**src/rtl/core/char_lcd_write_sequencer_defines.svh**
```systemverilog
// Assertion macros used by the back end of the character LCD write sequencer.
`ifndef CHAR_LCD_WRITE_SEQUENCER_DEFINES_SVH
`define CHAR_LCD_WRITE_SEQUENCER_DEFINES_SVH

// Same-cycle implication, checked outside reset.
`define CLWS_ASSERT_IMP(label, ck, rs, ante, cons, msg) \
  label: assert property (@(posedge ck) disable iff (rs) (ante) |-> (cons)) \
    else $error(msg);

// Next-cycle implication, checked outside reset.
`define CLWS_ASSERT_NXT(label, ck, rs, ante, cons, msg) \
  label: assert property (@(posedge ck) disable iff (rs) (ante) |=> (cons)) \
    else $error(msg);

`endif

```
**src/rtl/core/clws_pkg.sv**
```systemverilog
// Types, constants and helpers for the character LCD write sequencer.
package clws_pkg;

  localparam int HOLD_COUNT_WIDTH = 20;
  localparam logic [HOLD_COUNT_WIDTH-1:0] HOLD_RESET = HOLD_COUNT_WIDTH'(50000);

  localparam logic [7:0] LOW_NIBBLE_MASK  = 8'h0F;
  localparam logic [7:0] HIGH_NIBBLE_MASK = 8'hF0;
  localparam logic [7:0] ROW1_OFFSET      = 8'h40;
  localparam logic [7:0] CURSOR_CMD       = 8'h80;

  localparam int Q_DEPTH = 4;
  localparam int Q_PTR_W = $clog2(Q_DEPTH);
  localparam int Q_CNT_W = $clog2(Q_DEPTH + 1);

  typedef enum logic [1:0] {
    OP_CMD    = 2'd0,
    OP_CHAR   = 2'd1,
    OP_CURSOR = 2'd2,
    OP_NONE   = 2'd3
  } op_t;

  typedef enum logic [1:0] {
    REG_BUS_MODE    = 2'd0,
    REG_NIBBLE_LANE = 2'd1,
    REG_HOLD_CYCLES = 2'd2,
    REG_UNUSED      = 2'd3
  } reg_idx_t;

  typedef enum logic [2:0] {
    PH_RS      = 3'd0,
    PH_E_HI1   = 3'd1,
    PH_DATA_HI = 3'd2,
    PH_E_LO1   = 3'd3,
    PH_E_HI2   = 3'd4,
    PH_DATA_LO = 3'd5,
    PH_E_LO2   = 3'd6
  } phase_t;

  // One classified write: RS level and the byte to put on the bus.
  typedef struct packed {
    logic       rs;
    logic [7:0] code;
  } lcd_req_t;

  typedef struct packed {
    logic                        bus_mode;
    logic                        nibble_lane;
    logic [HOLD_COUNT_WIDTH-1:0] hold_cycles;
  } cfg_t;

  // Queue status seen by the producer and the consumer.
  typedef struct packed {
    logic full;
    logic not_empty;
  } q_status_t;

  // Places a nibble on the chosen lane and keeps the other four pins.
  function automatic logic [7:0] drive_nibble(input logic [7:0] bus,
                                              input logic [3:0] nib,
                                              input logic       lane);
    logic [7:0] result;
    if (lane) begin
      result = (bus & LOW_NIBBLE_MASK) | {nib, 4'h0};
    end else begin
      result = (bus & HIGH_NIBBLE_MASK) | {4'h0, nib};
    end
    return result;
  endfunction

endpackage

```
**src/rtl/core/clws_front.sv**
```systemverilog
// Front end: takes requests, drops undefined ones, forms the command byte.
module clws_front import clws_pkg::*; (
  input  logic      clk,
  input  logic      rst,
  input  logic      in_valid,
  output logic      in_stall,
  input  logic [1:0] operation,
  input  logic [7:0] byte_value,
  input  logic [1:0] row,
  input  logic [5:0] column,
  input  q_status_t q_status,
  output logic      push,
  output lcd_req_t  push_req
);

  logic     item_valid;
  lcd_req_t item;
  lcd_req_t classified;
  logic     accept;
  logic [7:0] cursor_addr;

  always_comb begin
    case (row)
      2'd0:    cursor_addr = {2'b00, column};
      2'd1:    cursor_addr = ROW1_OFFSET | {2'b00, column};
      default: cursor_addr = 8'h00;
    endcase
  end

  always_comb begin
    classified.rs   = (op_t'(operation) == OP_CHAR);
    classified.code = (op_t'(operation) == OP_CURSOR) ? (CURSOR_CMD | cursor_addr)
                                                      : byte_value;
  end

  assign in_stall = item_valid && q_status.full;
  assign accept   = in_valid && !in_stall;
  assign push     = item_valid && !q_status.full;
  assign push_req = item;

  always_ff @(posedge clk) begin
    if (rst) begin
      item_valid <= 1'b0;
    end else if (accept) begin
      item_valid <= (op_t'(operation) != OP_NONE);
    end else if (push) begin
      item_valid <= 1'b0;
    end
  end

  always_ff @(posedge clk) begin
    if (accept) begin
      item <= classified;
    end
  end

endmodule

```
**src/rtl/core/clws_queue.sv**
```systemverilog
// Short request queue between the front end and the pin sequencer.
module clws_queue import clws_pkg::*; (
  input  logic      clk,
  input  logic      rst,
  input  logic      push,
  input  lcd_req_t  push_req,
  input  logic      pop,
  output lcd_req_t  head,
  output q_status_t q_status
);

  lcd_req_t             entries [Q_DEPTH];
  logic [Q_PTR_W-1:0]   wr_ptr;
  logic [Q_PTR_W-1:0]   rd_ptr;
  logic [Q_CNT_W-1:0]   count;
  logic [Q_CNT_W-1:0]   count_next;

  assign q_status.full      = (count == Q_CNT_W'(Q_DEPTH));
  assign q_status.not_empty = (count != '0);
  assign head               = entries[rd_ptr];

  always_comb begin
    count_next = count;
    if (push && !pop) begin
      count_next = count + Q_CNT_W'(1);
    end else if (pop && !push) begin
      count_next = count - Q_CNT_W'(1);
    end
  end

  always_ff @(posedge clk) begin
    if (rst) begin
      wr_ptr <= '0;
      rd_ptr <= '0;
      count  <= '0;
    end else begin
      if (push) begin
        wr_ptr <= wr_ptr + Q_PTR_W'(1);
      end
      if (pop) begin
        rd_ptr <= rd_ptr + Q_PTR_W'(1);
      end
      count <= count_next;
    end
  end

  always_ff @(posedge clk) begin
    if (push) begin
      entries[wr_ptr] <= push_req;
    end
  end

endmodule

```
**src/rtl/core/clws_back.sv**
```systemverilog
// Back end: steps through the pin states of one write and paces them.
module clws_back import clws_pkg::*; (
  input  logic       clk,
  input  logic       rst,
  input  cfg_t       cfg,
  input  lcd_req_t   head,
  input  logic       head_valid,
  output logic       pop,
  output logic       out_valid,
  input  logic       out_stall,
  output logic       reg_select,
  output logic       read_write,
  output logic       enable,
  output logic [7:0] data_bus,
  output logic       last
);

`include "char_lcd_write_sequencer_defines.svh"

  phase_t phase;
  phase_t phase_next;

  logic       select_level;
  logic       strobe_level;
  logic [7:0] bus_levels;
  logic       last_flag;

  logic       select_level_next;
  logic       strobe_level_next;
  logic [7:0] bus_levels_next;
  logic       final_phase;

  logic [HOLD_COUNT_WIDTH-1:0] gap_cnt;
  logic                        load;
  logic                        out_take;

  assign out_take = out_valid && !out_stall;
  // A new pin state goes out once the previous one has been taken and held.
  assign load     = (!out_valid || out_take) && (gap_cnt == '0) && head_valid;
  assign pop      = load && final_phase;

  always_comb begin
    phase_next = phase;
    if (load) begin
      case (phase)
        PH_RS:      phase_next = PH_E_HI1;
        PH_E_HI1:   phase_next = PH_DATA_HI;
        PH_DATA_HI: phase_next = PH_E_LO1;
        PH_E_LO1:   phase_next = cfg.bus_mode ? PH_E_HI2 : PH_RS;
        PH_E_HI2:   phase_next = PH_DATA_LO;
        PH_DATA_LO: phase_next = PH_E_LO2;
        PH_E_LO2:   phase_next = PH_RS;
        default:    phase_next = PH_RS;
      endcase
    end
  end

  always_comb begin
    select_level_next = select_level;
    strobe_level_next = strobe_level;
    bus_levels_next   = bus_levels;
    final_phase       = 1'b0;
    case (phase)
      PH_RS:      select_level_next = head.rs;
      PH_E_HI1:   strobe_level_next = 1'b1;
      PH_DATA_HI: begin
        if (cfg.bus_mode) begin
          bus_levels_next = drive_nibble(bus_levels, head.code[7:4], cfg.nibble_lane);
        end else begin
          bus_levels_next = head.code;
        end
      end
      PH_E_LO1: begin
        strobe_level_next = 1'b0;
        final_phase       = !cfg.bus_mode;
      end
      PH_E_HI2:   strobe_level_next = 1'b1;
      PH_DATA_LO: bus_levels_next = drive_nibble(bus_levels, head.code[3:0],
                                                 cfg.nibble_lane);
      PH_E_LO2: begin
        strobe_level_next = 1'b0;
        final_phase       = 1'b1;
      end
      default:    final_phase = 1'b0;
    endcase
  end

  always_ff @(posedge clk) begin
    if (rst) begin
      phase        <= PH_RS;
      out_valid    <= 1'b0;
      gap_cnt      <= '0;
      select_level <= 1'b0;
      strobe_level <= 1'b0;
      bus_levels   <= '0;
      last_flag    <= 1'b0;
    end else begin
      phase <= phase_next;
      if (load) begin
        out_valid    <= 1'b1;
        select_level <= select_level_next;
        strobe_level <= strobe_level_next;
        bus_levels   <= bus_levels_next;
        last_flag    <= final_phase;
      end else if (out_take) begin
        out_valid <= 1'b0;
      end
      // The hold period starts when a pin state is driven; zero counts as one.
      if (load) begin
        gap_cnt <= (cfg.hold_cycles == '0) ? '0
                                           : cfg.hold_cycles - HOLD_COUNT_WIDTH'(1);
      end else if (gap_cnt != '0) begin
        gap_cnt <= gap_cnt - HOLD_COUNT_WIDTH'(1);
      end
    end
  end

  assign reg_select = select_level;
  assign read_write = 1'b0;
  assign enable     = strobe_level;
  assign data_bus   = bus_levels;
  assign last       = last_flag;

  `CLWS_ASSERT_IMP(a_last_strobe_low, clk, rst, out_valid && last_flag, !strobe_level, "last pin state has E high")
  `CLWS_ASSERT_NXT(a_pop_shows_last, clk, rst, pop, out_valid && last_flag, "request retired without a last pin state")
  `CLWS_ASSERT_IMP(a_hold_respected, clk, rst, gap_cnt != '0, !load, "pin state issued during hold period")

endmodule

```
**src/rtl/core/char_lcd_write_sequencer.sv**
```systemverilog
// Character LCD write sequencer: each request (command byte, character byte or
// cursor move) becomes the run of RS/RW/E/data pin states of one parallel
// write, 4 states on an eight-bit bus and 7 in four-bit mode. Each pin state
// stays on the pins for at least the hold period in hold_cycles (a value of
// 0 acts as 1), longer while the output channel is stalled; the hold counter
// in the pin sequencer paces it. A four-entry request queue lets new requests
// be accepted while a write is under way. Configuration is written through
// the APB port at byte addresses 0 (bus_mode), 4 (nibble_lane) and 8
// (hold_cycles).
module char_lcd_write_sequencer import clws_pkg::*; (
  input  logic        clk,
  input  logic        rst,
  input  logic        in_valid,
  output logic        in_stall,
  input  logic [1:0]  operation,
  input  logic [7:0]  byte_value,
  input  logic [1:0]  row,
  input  logic [5:0]  column,
  output logic        out_valid,
  input  logic        out_stall,
  output logic        reg_select,
  output logic        read_write,
  output logic        enable,
  output logic [7:0]  data_bus,
  output logic        last,
  input  logic        psel,
  input  logic        penable,
  input  logic        pwrite,
  input  logic [3:0]  paddr,
  input  logic [31:0] pwdata,
  output logic [31:0] prdata,
  output logic        pready
);

  cfg_t      cfg;
  q_status_t q_status;
  logic      push;
  lcd_req_t  push_req;
  logic      pop;
  lcd_req_t  head;
  logic      cfg_write;
  reg_idx_t  reg_idx;

  assign pready    = 1'b1;
  assign reg_idx   = reg_idx_t'(paddr[3:2]);
  assign cfg_write = psel && penable && pwrite;

  always_ff @(posedge clk) begin
    if (rst) begin
      cfg.bus_mode    <= 1'b0;
      cfg.nibble_lane <= 1'b1;
      cfg.hold_cycles <= HOLD_RESET;
    end else if (cfg_write) begin
      case (reg_idx)
        REG_BUS_MODE:    cfg.bus_mode    <= pwdata[0];
        REG_NIBBLE_LANE: cfg.nibble_lane <= pwdata[0];
        REG_HOLD_CYCLES: cfg.hold_cycles <= pwdata[HOLD_COUNT_WIDTH-1:0];
        default:         cfg.bus_mode    <= cfg.bus_mode;
      endcase
    end
  end

  always_comb begin
    case (reg_idx)
      REG_BUS_MODE:    prdata = {31'b0, cfg.bus_mode};
      REG_NIBBLE_LANE: prdata = {31'b0, cfg.nibble_lane};
      REG_HOLD_CYCLES: prdata = {{(32-HOLD_COUNT_WIDTH){1'b0}}, cfg.hold_cycles};
      default:         prdata = '0;
    endcase
  end

  clws_front u_front (
    .clk        (clk),
    .rst        (rst),
    .in_valid   (in_valid),
    .in_stall   (in_stall),
    .operation  (operation),
    .byte_value (byte_value),
    .row        (row),
    .column     (column),
    .q_status   (q_status),
    .push       (push),
    .push_req   (push_req)
  );

  clws_queue u_queue (
    .clk      (clk),
    .rst      (rst),
    .push     (push),
    .push_req (push_req),
    .pop      (pop),
    .head     (head),
    .q_status (q_status)
  );

  clws_back u_back (
    .clk        (clk),
    .rst        (rst),
    .cfg        (cfg),
    .head       (head),
    .head_valid (q_status.not_empty),
    .pop        (pop),
    .out_valid  (out_valid),
    .out_stall  (out_stall),
    .reg_select (reg_select),
    .read_write (read_write),
    .enable     (enable),
    .data_bus   (data_bus),
    .last       (last)
  );

endmodule

```
**config.mk**
```make
export PLATFORM = sky130hd
export DESIGN_NAME = char_lcd_write_sequencer
export DESIGN_NICKNAME = d
export VERILOG_FILES = /design/src/rtl/core/clws_pkg.sv /design/src/rtl/core/clws_front.sv /design/src/rtl/core/clws_queue.sv /design/src/rtl/core/clws_back.sv /design/src/rtl/core/char_lcd_write_sequencer.sv
export VERILOG_INCLUDE_DIRS = /design/src /design/src/rtl/core
export SDC_FILE = /design/constraint.sdc
export NUM_CORES = 1
export LEC_CHECK = 0
export ABC_AREA = 1
export BUFFER_PORTS_ARGS = -buffer_cell sky130_fd_sc_hd__buf_4
export CAP_MARGIN = 25
export CORE_MARGIN = 2
export CORE_UTILIZATION = 25
export CTS_BUF_LIST = sky130_fd_sc_hd__clkbuf_2 sky130_fd_sc_hd__clkbuf_4 sky130_fd_sc_hd__clkbuf_8
export DETAILED_ROUTE_END_ITERATION = 6
export PLACE_DENSITY = 0.54
export SYNTH_ARGS = -nofsm -noshare
export SYNTH_HDL_FRONTEND = slang
export SYNTH_SLANG_ARGS = --single-unit
export TNS_END_PERCENT = 1
```
**constraint.sdc**
```tcl
create_clock -name clk -period 3.8 [get_ports clk]
set_input_delay 0.38 -clock clk [delete_from_list [all_inputs] [get_ports clk]]
set_output_delay 0.38 -clock clk [all_outputs]
set_load 0.02 [all_outputs]
```
# --- Word-level counts from Yosys, hierarchy flattened ---
# Memories as Yosys holds them, arrays and structs flattened. A register that Yosys moved wholly into a read port is not among the register bits.
# Cells that the tools add are included.
totals:
  ff_bits: 74
  ramBits: 36
  in_bits: 61
  out_inout_bits: 47
  word_cells: 105
  n_memories: 1
op_classes:
  addsub: 6
  n_eq_ne: 13
  mux: 24
  bitwise_logic: 4
  reduce_logical: 40
memory_table:
  columns: ["memory", "depth", "width", "read_ports", "rd_ports_with_merged_regs", "write_ports", "line", "rtl"]
  rows:
  - ["u_queue.entries", 4, 9, 1, 1, 1, "clws_queue.sv:12", "lcd_req_t entries [Q_DEPTH];"]
ops:
  columns: ["op", "n"]
  rows:
  - ["$mux W20", 3]
  - ["$pmux W20 S3", 1]
  - ["$logic_not A20 Y1", 2]
  - ["$sub A20 B1 Y20 const B", 2]
  - ["$mux W8", 3]
  - ["$reduce_bool A20 Y1", 1]
  - ["$pmux W3 S6", 1]
  - ["$or A4 B8 Y8", 2]
  - ["$or A8 B4 Y8", 2]
  - ["$pmux W8 S2", 1]
  - ["$pmux W7 S2", 1]
  - ["$eq A3 B3 Y1 const B", 4]
  - ["$reduce_and A2 Y1", 6]
  - ["$reduce_bool A2 Y1", 6]
  - ["$logic_and A1 B1 Y1", 11]
  - ["$mux W3", 3]
  - ["$logic_not A1 Y1", 7]
  - ["$mux W7", 1]
  - ["$eq A2 B1 Y1 const B", 3]
  - ["$eq A3 B2 Y1 const B", 2]
  - ["$mux W1", 6]
  - ["$add A2 B1 Y2 const B", 2]
  - ["$eq A2 B2 Y1 const B", 2]
  - ["$logic_not A2 Y1", 2]
  - ["10 further kinds", 13]

# --- Logic depth before layout (Yosys ltp) ---
# Gate-level depths: netlist of the first run.
logic_depth:
  word_depth: 9
  ltp_mapped: 13
  ltp_nobuf: 13

# --- By module ---
# Synthesis of the first run repeated with hierarchy kept, for this count alone.
unflattened:
  hier_cells: 842
  area_unflattened_um2: 6287.3
by_module_without_submodules:
  columns: ["mod", "instances", "cells_each", "area_each_um2"]
  rows:
  - ["clws_back", 1, 454, 2702.6]
  - ["clws_queue", 1, 145, 1886.8]
  - ["char_lcd_write_sequencer", 1, 196, 1241.2]
  - ["clws_front", 1, 47, 456.7]

# --- Worst setup path after synthesis of the first run ---
# Ideal clock, no wire load.
synth_path:
  path_kind: "register to register"
  start: "reg u_back.gap_cnt[0]"
  end: "reg u_queue.count[1]"
  arrival_ns: 2.089
  required_ns: 3.684
  setup_slack_ns: 1.595
  path_stages_with_launch: 12
  n_path_buf: 0
  period_less_slack_ns: 2.205
  path_cell_list: "dfxtp_1 inv_1 ha_1 nand3_1 nor2_1 nand4_1 or2_1 ha_1 inv_1 fa_1 o21ai_0 nor2_1"
synth_between:
  elab_chain_len: 7
  elab_cells_between_ends: 9
synth_rtl:
  columns: ["item", "line", "rtl"]
  rows:
  - ["start, declared", "clws_back.sv:33", "logic [HOLD_COUNT_WIDTH-1:0] gap_cnt;"]
  - ["start signal, assigned", "clws_back.sv:110", "gap_cnt <= (cfg.hold_cycles == '0) ? '0"]
  - ["start signal, assigned", "clws_back.sv:113", "gap_cnt <= gap_cnt - HOLD_COUNT_WIDTH'(1);"]
  - ["$logic_not A20 Y1", "clws_back.sv:39", "assign load = (!out_valid || out_take) && (gap_cnt == '0) && head_valid;"]
  - ["$logic_and A1 B1 Y1 (2 in a row)", "clws_back.sv:39", null]
  - ["$logic_and A1 B1 Y1", "clws_back.sv:40", "assign pop = load && final_phase;"]
  - ["$logic_not A1 Y1", "clws_queue.sv:24", "if (push && !pop) begin"]
  - ["$logic_and A1 B1 Y1", "clws_queue.sv:24", null]
  - ["$mux W3", "clws_queue.sv:24", null]
  - ["via u_queue.count_next[1]", "clws_queue.sv:16", "logic [Q_CNT_W-1:0] count_next;"]
  - ["end signal, assigned", "clws_queue.sv:43", "count <= count_next;"]
  - ["end, declared", "clws_queue.sv:15", "logic [Q_CNT_W-1:0] count;"]
# The timed path passes the listed nets, and every way through them passes these cells.
# A chain may end at the register's enable or synchronous reset.

# --- Final worst setup path of the first run ---
layout_path:
  start: "reg u_queue.count[0]"
  end: "reg u_queue.count[2]"
layout_between:
  elab_chain_len: 6
  elab_cells_between_ends: 15
layout_rtl:
  columns: ["item"]
  rows:
  - ["branches (longest 6 deep; another with $sub A3 B1 Y3)"]
# Several ways; the timed one is not identified. The select of a mux whose other input is x is not followed.

==> results.sh, run 1 <==
export IMPL_fmax_mhz=378.6
export IMPL_pwr_share_comb=0.390
export IMPL_grt_pass1_wl_um=24140
export IMPL_reg2reg_from="u_queue.count[0]"
export IMPL_globalRoute_busiestLayer="met2"
export IMPL_crit_path_cell_trace="nor2_1, a21oi_4, nand4_1, or2_1, ha_1, inv_1, fa_1, a21oi_1, o21ai_0, o21ai_0, a21oi_1"
export IMPL_cpLargestDelayFamily="simple AND/OR/NAND/NOR gates"
export IMPL_grtUsageMet1=0.1672
export IMPL_crit_arrival_ns=2.92
export IMPL_place_congestion=0.8816
export IMPL_areaGrowthSynthToFinish_pct=17.46
export IMPL_fin_area_mm2=0.007079
export IMPL_port_buffers=79
export IMPL_final_max_slew_viol_count=0
export IMPL_worstMarginPinSlew_ns=0.8848
export IMPL_worstSetupEndpointType="register"
export IMPL_max_cap_violations=0
export IMPL_viasPerCell=4.214
export IMPL_grt_use_met2=0.1824
export IMPL_cpPeakStageDelay_ns=0.43
export IMPL_post_dp_cell_area_mm2=0.006883
export IMPL_switchingPower_w=0.001447
export IMPL_crit_path_start_kind="register"
export IMPL_cp_required_ns=4.08
export IMPL_syn_area_mm2=0.006027
export IMPL_powerDensity_mw_per_mm2=512.3
export IMPL_htreeDepth=3
export IMPL_clockRootBuffer="clkbuf_8"
export IMPL_clk_pin_slew_worst_paths_ns=0.11
export IMPL_final_cell_mix="nand2_1, nor2_1, inv_1, buf_4, dfxtp_1"
export IMPL_dp_hpwl_um=11530
export IMPL_final_common_cell="nand2_1"
export IMPL_finalCritPeriodShare=0.6950
export IMPL_rsz0062_at_grt="false"
export IMPL_ys_types=42
export IMPL_outcome="finished clean"
export IMPL_fin_crit_ns=2.641
export IMPL_drtIter0Drc=285
export IMPL_irDropWorstVdd_v=0.0002215
export IMPL_switching_share=0.3989
export IMPL_die_w_um=159.3
export IMPL_vias=5027
export IMPL_grt_usage=0.1164
export IMPL_grt_max_degree=29
export IMPL_crit_start="u_queue.count[0]"
export IMPL_diodes=0
export IMPL_clock_sinks=112
export IMPL_clock_path_buffers=2
export IMPL_finClkSkew_ns=0.01659
export IMPL_ys_warn_count=0
export IMPL_synth_avg_cell_area_um2=7.553
export IMPL_relSlewSlack=0.4079
export IMPL_p_int_w=0.002180
export IMPL_holdBufCountCts=0
export IMPL_antenna_found_initial=0
export IMPL_slowest_stage="nor2_1"
export IMPL_rows=56
export IMPL_wl_per_cell_um=12.31
export IMPL_finalHoldViolCount=0
export IMPL_final_nets=940
export IMPL_grt_use_met3=0.01250
export IMPL_grt_overflow=0
export IMPL_drt_pass1_iterations=5
export IMPL_hold_class="in2reg"
export IMPL_design_die_area_mm2=0.02537
export IMPL_fin_setup_tns_ns=0
export IMPL_numCtsBuffers=9
export IMPL_postCtsSetupRepairBufs=0
export IMPL_routed_wl_um=14680
export IMPL_setup_violations_final=0
export IMPL_route_detailed_drc=0
export IMPL_ys_ff_latch=112
export IMPL_io_pins=108
export IMPL_die_h_um=159.3
export IMPL_drive_above_1_share=0.1533
export IMPL_synthCells=798
export IMPL_seq_power_share=0.412
export IMPL_leakage_nw=3.124
export IMPL_hold_start="pwdata[14]"
export IMPL_critPathKind="reg2reg"
export IMPL_grt_pass1_vias=4744
export IMPL_post_cts_resized=0
export IMPL_crit_buf_inv=1
export IMPL_core_mm2=0.02354
export IMPL_tritoncts="done"
export IMPL_start_util=0.2560
export IMPL_power_clock_fraction=0.198
export IMPL_cp_max_fo=7
export IMPL_drtAntennaViolNets=0
export IMPL_ys_seq_area_frac=0.4468
export IMPL_worstSkewPairLatency_ns=0.38
==> registers in the layout (all words and copies together), names as in the netlist, named ones only <==
| signal | count |
|---|---|
| cfg | 22 |
| u_back.data_bus | 8 |
| u_back.enable | 1 |
| u_back.gap_cnt | 20 |
| u_back.last | 1 |
| u_back.out_valid | 1 |
| u_back.phase | 3 |
| u_back.reg_select | 1 |
| u_front.item_valid | 1 |
| u_front.push_req | 9 |
| u_queue.count | 3 |
| u_queue.entries | 36 |
| u_queue.rd_ptr | 2 |
| u_queue.wr_ptr | 2 |
==> worst reg2reg max path: stages (launching register included) <==
cell	delay, ns
dfxtp_1	0.36
nor2_1	0.43
a21oi_4	0.16
nand4_1	0.32
or2_1	0.22
ha_1	0.16
inv_1	0.06
fa_1	0.38
a21oi_1	0.14
o21ai_0	0.10
o21ai_0	0.16
a21oi_1	0.05
==> metal layers <==
metal / routed length, um / vias up
met1: 7660 / 2228
met3: 442 / 12
li1: - / 2689
met5: 0 / -
met2: 6406 / 98
met4: 172 / 0
==> final cells by class <==
cell class	instances	area, um^2
timing repair buffer	80	600.6
fill	2613	16460
inverter	96	360.3
sequential	112	2693
multi-input combinational	570	2830
clock inverter	5	45.04
clock buffer	11	151.4
tap	319	399.1
==> path summary, 6_finish.rpt <==
path	to	slack (ns)	cells after the start
setup / recovery	u_queue.count[2]	1.16	11
hold / removal	cfg[14]	0.21	3
setup reg to reg	u_queue.count[2]	1.16	11
hold reg to reg	u_back.last	0.48	2
==> cell families after synthesis <==
kind of cell | after synthesis | share of synthesized area
and+or+nand+nor | 411 | 0.3066
buffers and inverters | 128 | 0.09113
AOI/OAI and AO/OA | 117 | 0.1061
DFF | 112 | 0.4468
xor gates and xnor gates | 18 | 0.02616
adders and majority gates | 10 | 0.02201
other | 2 | 0.001246
==> cells in the mapped netlist (all sizes together) <==
library cell	instances	share of area
a21oi	41	0.036
a31oi	1	0.0010
buf	20	0.024
clkbuf	12	0.0075
clkinv	1	0.00062
conb	2	0.0012
dfxtp	67	0.22
edfxtp	45	0.22
fa	1	0.0033
ha	9	0.019
inv	95	0.059
nand2	178	0.12
nand3	62	0.058
nand3b	3	0.0037
nand4	7	0.0098
nor2	150	0.11
nor3	5	0.0042
nor3b	3	0.0037
nor4	1	0.0010
o211ai	7	0.0087
o21a	1	0.0012
o21ai	58	0.048
o22a	3	0.0044
o22ai	4	0.0042
o31ai	2	0.0025
or2	2	0.0021
xnor2	3	0.0044
xor2	15	0.022
==> through the flow <==
step	setup WS (ns)	util	hold slack [ns]	instances	total power, W
4_1_cts	1.149	0.3007	0.1831	1193	0.003663
6_report	1.159	0.3007	0.2142	1193	0.003627
3_5_place_dp	1.126	0.2924	0.4677	1177	0.002937
2_1_floorplan	1.595	-	0.4587	810	0.002649
3_3_place_gp	1.126	0.2924	0.4625	1177	0.002924
5_1_grt	0.8208	0.3007	0.2037	1193	0.003902
==> power groups by stage <==
| stage | Sequential (W) | Clock (W) | Combinational, W |
|---|---|---|---|
| CTS | 0.00149 | 0.000747 | 0.00142 |
| floorplan | 0.00150 | 0 | 0.00115 |
| global placement | 0.00152 | 0 | 0.00141 |
| detailed placement | 0.00152 | 0 | 0.00142 |
| global route | 0.00151 | 0.000782 | 0.00161 |
| finish | 0.00149 | 0.000718 | 0.00142 |
(Power assumes the default switching activity.)
==> inputs of run 2 (changes only) <==
- PLACE_DENSITY: 0.54 -> 0.56
- clock period: 3.8 -> 2.3 ns (I/O delays scaled with it)
==> run 2 against run 1 <==
Routed wire length is 5.4% higher. Die area stayed put. Critical path type unchanged. First-iteration DRC count is 39% higher. Via count is 3.1% higher. Largest cell class unchanged. Cell area is 3.4% higher. Sequential power is 65% higher. Global-route usage is 0.45 points higher. Critical endpoint is now u_queue.count[1]. Sequential share of layout area is 1.2 points lower. Clock-buffer cell count is 2 lower. Fmax is 22% higher. Non-clock buffer count is 25 higher.
==> results.sh, run 2 (synthesis results as in run 1) <==
export IMPL_final_nets=965
export IMPL_holdBufCountCts=0
export IMPL_die_h_um=159.3
export IMPL_reg2reg_depth=11
export IMPL_drive_above_1_share=0.1824
export IMPL_finalHoldViolCount=0
export IMPL_powerDensity_mw_per_mm2=878.3
export IMPL_final_cell_mix="nand2_1, nor2_1, buf_4, inv_1, dfxtp_1"
export IMPL_areaGrowthSynthToFinish_pct=21.44
export IMPL_clockRootBuffer="clkbuf_8"
export IMPL_fin_setup_tns_ns=0
export IMPL_rows=56
export IMPL_regMostFlops="u_queue.entries"
export IMPL_diodes=0
export IMPL_final_common_cell="nand2_1"
export IMPL_crit_path_cell_trace="inv_1, ha_4, nand3_1, nor2_2, nand4_1, or2_1, ha_1, inv_2, fa_2, o21ai_0, nor2_1"
export IMPL_fin_area_mm2=0.007320
export IMPL_post_route_util=0.3109
export IMPL_clock_path_buffers=2
export IMPL_grt_max_degree=29
export IMPL_grt_pass1_wl_um=25110
export IMPL_cpPeakStageDelay_ns=0.42
export IMPL_core_mm2=0.02354
export IMPL_tritoncts="done"
export IMPL_grt_pass1_vias=4863
export IMPL_hold_path_depth=3
export IMPL_route_detailed_drc=0
export IMPL_post_dp_cell_area_mm2=0.007063
export IMPL_fin_crit_ns=2.165
export IMPL_critPathKind="reg2reg"
export IMPL_p_int_w=0.003930
export IMPL_worstSkewPairLatency_ns=0.38
export IMPL_rsz0062_at_grt="false"
export IMPL_crit_path_start_kind="register"
export IMPL_cp_max_fo=3
export IMPL_switching_share=0.3887
export IMPL_grt_usage=0.1209
export IMPL_viasPerCell=4.255
export IMPL_dp_hpwl_um=11990
export IMPL_fmax_mhz=461.9
export IMPL_finalCritPeriodShare=0.9414
export IMPL_place_congestion=0.8668
export IMPL_power_clock_fraction=0.215
export IMPL_clk_pin_slew_worst_paths_ns=0.12
export IMPL_irDropWorstVdd_v=0.0003182
export IMPL_finClkSkew_ns=0.01401
export IMPL_worstSetupEndpointType="register"
export IMPL_die_w_um=159.3
export IMPL_start_util=0.2560
export IMPL_wl_per_cell_um=12.71
export IMPL_grt_overflow=0
export IMPL_largest_reg_flops=36
export IMPL_crit_arrival_ns=2.45
export IMPL_worstMarginPinSlew_ns=0.7050
export IMPL_slowest_stage="fa_2"
export IMPL_relSlewSlack=0.5295
export IMPL_drtIter0Drc=395
export IMPL_outcome="finished clean"
export IMPL_drt_pass1_iterations=5
export IMPL_finalPower_w=0.006429
export IMPL_htreeDepth=3
export IMPL_numCtsBuffers=9
export IMPL_drtAntennaViolNets=0
export IMPL_largestRegisters="u_queue.entries: 36 flops, cfg: 22 flops, u_back.gap_cnt: 20 flops"
export IMPL_io_pins=108
export IMPL_clock_sinks=112
export IMPL_port_buffers=79
export IMPL_seq_power_share=0.383
export IMPL_pwr_share_comb=0.402
export IMPL_switchingPower_w=0.002499
export IMPL_cp_required_ns=2.58
export IMPL_max_cap_violations=0
export IMPL_final_max_slew_viol_count=0
export IMPL_routed_wl_um=15480
export IMPL_setup_violations_final=0
export IMPL_design_die_area_mm2=0.02537
export IMPL_vias=5182
export IMPL_antenna_found_initial=0
export IMPL_leakage_nw=3.261
export IMPL_hold_class="in2reg"
==> run 2: cell types whose count changed in the layout (fill, tap and decap cells not counted), moves of 2 or more <==
| cell | previous run | this run |
|---|---|---|
| buf_4 | 80 | 105 |
| bufinv_16 | 0 | 2 |
| clkbuf_8 | 11 | 9 |
| inv_1 | 89 | 87 |
| inv_2 | 6 | 8 |
| o21ai_0 | 56 | 54 |
| o21ai_1 | 2 | 4 |
==> run 2: timing repair <==
action	in CTS	in global routing
setup buffers	0	1
setup endpoints to repair	0	2
resized for setup	0	8
==> run 2: power groups by stage <==
stage,registers [W],logic [W],clock network (W)
floorplan,0.00247,0.00190,0
global placement,0.00250,0.00254,0
detailed placement,0.00250,0.00254,0
CTS,0.00246,0.00255,0.00141
global route,0.00249,0.00291,0.00149
finish,0.00246,0.00259,0.00138
==> run 2: per-layer routing <==
layer,track usage,wire length (um)
met2,0.1885,6777
met3,0.01355,533
met5,0,0
met1,0.1772,7962
met4,0.03264,202
==> run 2: metrics by stage <==
step                worst slack (ns)  hold slack, ns  cells
floorplan                    0.09531          0.3604    810
global placement              0.1090          0.4561   1201
detailed placement           0.07989          0.4551   1201
CTS                          0.07718         0.04277   1217
global route                 0.03717         0.05170   1218
finish                        0.1349         0.05555   1218
==> run 2: final timing paths <==
path / startpoint / to / slack [ns]
worst max-delay path: u_back.gap_cnt[0] / u_queue.count[1] / 0.13
worst min-delay path: pwdata[14] / cfg[14] / 0.06
worst max register to register: u_back.gap_cnt[0] / u_queue.count[1] / 0.13
worst min register to register: u_back.last / u_back.last / 0.48
==> run 2: layout make-up <==
class | instances | area (um^2)
Inverter | 96 | 360.3
Sequential cell | 112 | 2693
Fill cell | 2588 | 16220
Clock inverter | 7 | 107.6
Clock buffer | 9 | 123.9
Tap cell | 319 | 399.1
Timing Repair Buffer | 105 | 788.3
Multi-Input combinational cell | 570 | 2848
==> run 2: critical path: cells and delay by family (launching register included) <==
family / cells / cell delay, ns
simple gates: 5 / 0.65
fa+ha+maj: 3 / 0.77
buf+inv: 2 / 0.18
flops: 1 / 0.32
compound gates: 1 / 0.15
==> inputs of run 3 (changes only) <==
- PLACE_DENSITY: 0.56 -> 0.55
- RECOVER_POWER: unset -> 50
- SYNTH_HIERARCHICAL: unset -> 1
==> run 3 against run 2 <==
Via count increased by 0.60%. Combinational power decreased by 18%. Critical path depth increased by 2. Synthesized area increased by 4.3%. Sequential cell count unchanged. Synthesized cell count increased by 5.5%. Total power decreased by 11%. Cell area decreased by 0.39%. Routed wire length decreased by 3.9%.
==> results.sh, run 3 <==
export IMPL_die_h_um=162.6
export IMPL_io_pins=108
export IMPL_crit_path_start_kind="register"
export IMPL_synth_top_area_frac=0.2149
export IMPL_ys_types=39
export IMPL_largest_reg_flops=36
export IMPL_register_area_mm2=0.002696
export IMPL_irDropWorstVdd_v=0.0003027
export IMPL_regMostFlops="u_queue/entries"
export IMPL_switchingPower_w=0.002162
export IMPL_synth_avg_cell_area_um2=7.467
export IMPL_leakage_nw=3.236
export IMPL_relSlewSlack=0.1618
export IMPL_fill_cells=2773
export IMPL_drtIter0Drc=360
export IMPL_routed_wl_um=14870
export IMPL_critPathKind="reg2reg"
export IMPL_viasPerCell=4.144
export IMPL_dp_hpwl_um=11290
export IMPL_fin_setup_tns_ns=0
export IMPL_rows=58
export IMPL_drt_pass1_iterations=4
export IMPL_switching_share=0.3777
export IMPL_place_congestion=0.8540
export IMPL_cp_required_ns=2.60
export IMPL_grt_pass1_vias=4951
export IMPL_drtAntennaViolNets=0
export IMPL_met2WireLength_um=6639
export IMPL_met3_length_um=514
export IMPL_route_detailed_drc=0
export IMPL_fin_area_mm2=0.007291
export IMPL_multi_input_area_mm2=0.002947
export IMPL_hold_class="in2reg"
export IMPL_pwr_share_comb=0.371
export IMPL_fmax_mhz=467.0
export IMPL_clk_pin_slew_worst_paths_ns=0.11
export IMPL_worst_slack_ns=0.1585
export IMPL_final_cell_mix="nand2_1, nor2_1, inv_1, buf_4, dfxtp_1"
export IMPL_ys_top_cells_by_count="nand2_1, nor2_1, inv_1"
export IMPL_die_w_um=162.6
export IMPL_numCtsBuffers=9
export IMPL_outcome="finished clean"
export IMPL_synth_edff_count=45
export IMPL_wl_per_cell_um=11.82
export IMPL_finClkSkew_ns=0.01031
export IMPL_ys_seq_area_frac=0.4283
export IMPL_ys_flop_type="dfxtp_1"
export IMPL_post_dp_cell_area_mm2=0.007143
export IMPL_vias=5213
export IMPL_cp_max_fo=3
export IMPL_p_int_w=0.003562
export IMPL_final_common_cell="nand2_1"
export IMPL_finalHoldViolCount=0
export IMPL_design_die_area_mm2=0.02643
export IMPL_syn_area_mm2=0.006287
export IMPL_seq_power_share=0.428
export IMPL_clock_path_buffers=2
export IMPL_grt_max_degree=23
export IMPL_worstSetupEndpointType="register"
export IMPL_powerDensity_mw_per_mm2=785.1
export IMPL_fin_crit_ns=2.142
export IMPL_synthCells=842
export IMPL_worstMarginPinSlew_ns=1.253
export IMPL_ys_warn_count=6
export IMPL_core_mm2=0.02496
export IMPL_port_buffers=79
export IMPL_clockRootBuffer="clkbuf_8"
export IMPL_setup_violations_final=0
export IMPL_worstSkewPairLatency_ns=0.39
export IMPL_areaGrowthSynthToFinish_pct=15.96
export IMPL_antenna_found_initial=0
export IMPL_final_nets=993
export IMPL_wl_met1_um=7474
export IMPL_power_clock_fraction=0.201
export IMPL_yosysMostFrequentCell="nand2_1"
export IMPL_dp_slack_ns=-0.01522
export IMPL_crit_arrival_ns=2.44
export IMPL_grt_usage=0.1150
export IMPL_max_cap_violations=0
export IMPL_clock_sinks=112
export IMPL_yosys_area_top_type="edfxtp_1"
export IMPL_synthArstFlopShare=0
export IMPL_largestRegisters="u_queue/entries: 36 flops, cfg: 22 flops, u_back/gap_cnt: 20 flops"
export IMPL_start_util=0.2519
export IMPL_grt_pass1_wl_um=24430
export IMPL_dr_max_layer_used="met4"
export IMPL_rsz0062_at_grt="true"
export IMPL_drive_above_1_share=0.1573
export IMPL_diodes=0
export IMPL_htreeDepth=3
export IMPL_synth_area_top_cells="edfxtp_1, dfxtp_1, nand2_1"
export IMPL_tritoncts="done"
export IMPL_grt_overflow=0
export IMPL_final_max_slew_viol_count=0
export IMPL_ys_ff_latch=112
export IMPL_finalCritPeriodShare=0.9311
## run 3: worst max-delay path, stage by stage (launching register included)
cell     delay, ns
dfxtp_2       0.36
nor2_4        0.12
nand2_2       0.10
nor2_8        0.12
nand4_1       0.07
nor2_1        0.12
nand4_1       0.10
a21oi_2       0.15
inv_1         0.06
ha_2          0.18
inv_2         0.06
fa_1          0.42
o21ai_1       0.13
nor2_1        0.04
## run 3: path summary, 6_finish.rpt
check                                  startpoint  cells after the start               end  slack (ns)
worst max-delay path            u_back/gap_cnt[5]                     13  u_queue/count[1]        0.16
worst max register to register  u_back/gap_cnt[5]                     13  u_queue/count[1]        0.16
worst min register to register  u_queue/rd_ptr[1]                      1          register        0.45
worst min-delay path                    pwdata[6]                      3            cfg[6]        0.04
## run 3: cell type report
type | instances | share of cell area
multi-input combinational | 594 | 0.4042
sequential | 112 | 0.3698
timing repair buffer | 92 | 0.08443
inverter | 114 | 0.05972
tap | 330 | 0.05663
clock buffer | 13 | 0.02162
clock inverter | 3 | 0.003604
## run 3: what timing repair did
action / in CTS / in global routing
pin swaps: 1 / 8
gates resized for setup: 4 / 13
buffers inserted: 0 / 2
endpoints found under the setup margin: 1 / 2
hold buffers: 0 / 0
## run 3: logic make-up (layout without fill, tap and decap cells)
group	count (synthesis)	in the layout	synth area share
adder cells (fa/ha/maj)	9	9	0.01911
other	3	14	0.001791
AO/OA/AOI/OAI	94	94	0.08955
buffers and inverters	147	222	0.1134
AND/OR/NAND/NOR	452	452	0.3130
flip-flops	112	112	0.4283
XOR/XNOR	25	25	0.03483
## run 3: stage by stage
stage	utilization	hold WS (ns)	std cells	total power (W)
floorplan	-	0.2991	853	0.004011
global placement	0.2861	0.4346	1240	0.004468
detailed placement	0.2861	0.4350	1240	0.004496
CTS	0.2939	0.03263	1256	0.005667
global route	0.2921	0.04604	1258	0.006143
finish	0.2921	0.04309	1258	0.005724
## run 3: routing by layer
metal  vias to the layer above  global-route usage
met5                         -                   0
met4                         0             0.04023
met3                        15             0.02165
met2                        82              0.1814
met1                      2334              0.1578
li1                       2782                   -
## run 3: power groups by stage
| stage | Sequential (W) | Combinational, W | Clock [W] |
|---|---|---|---|
| 2_1_floorplan | 0.00244 | 0.00157 | 0 |
| 3_3_place_gp | 0.00247 | 0.00200 | 0 |
| 3_5_place_dp | 0.00247 | 0.00202 | 0 |
| 4_1_cts | 0.00243 | 0.00206 | 0.00118 |
| 5_1_grt | 0.00249 | 0.00240 | 0.00126 |
| 6_report | 0.00245 | 0.00212 | 0.00115 |
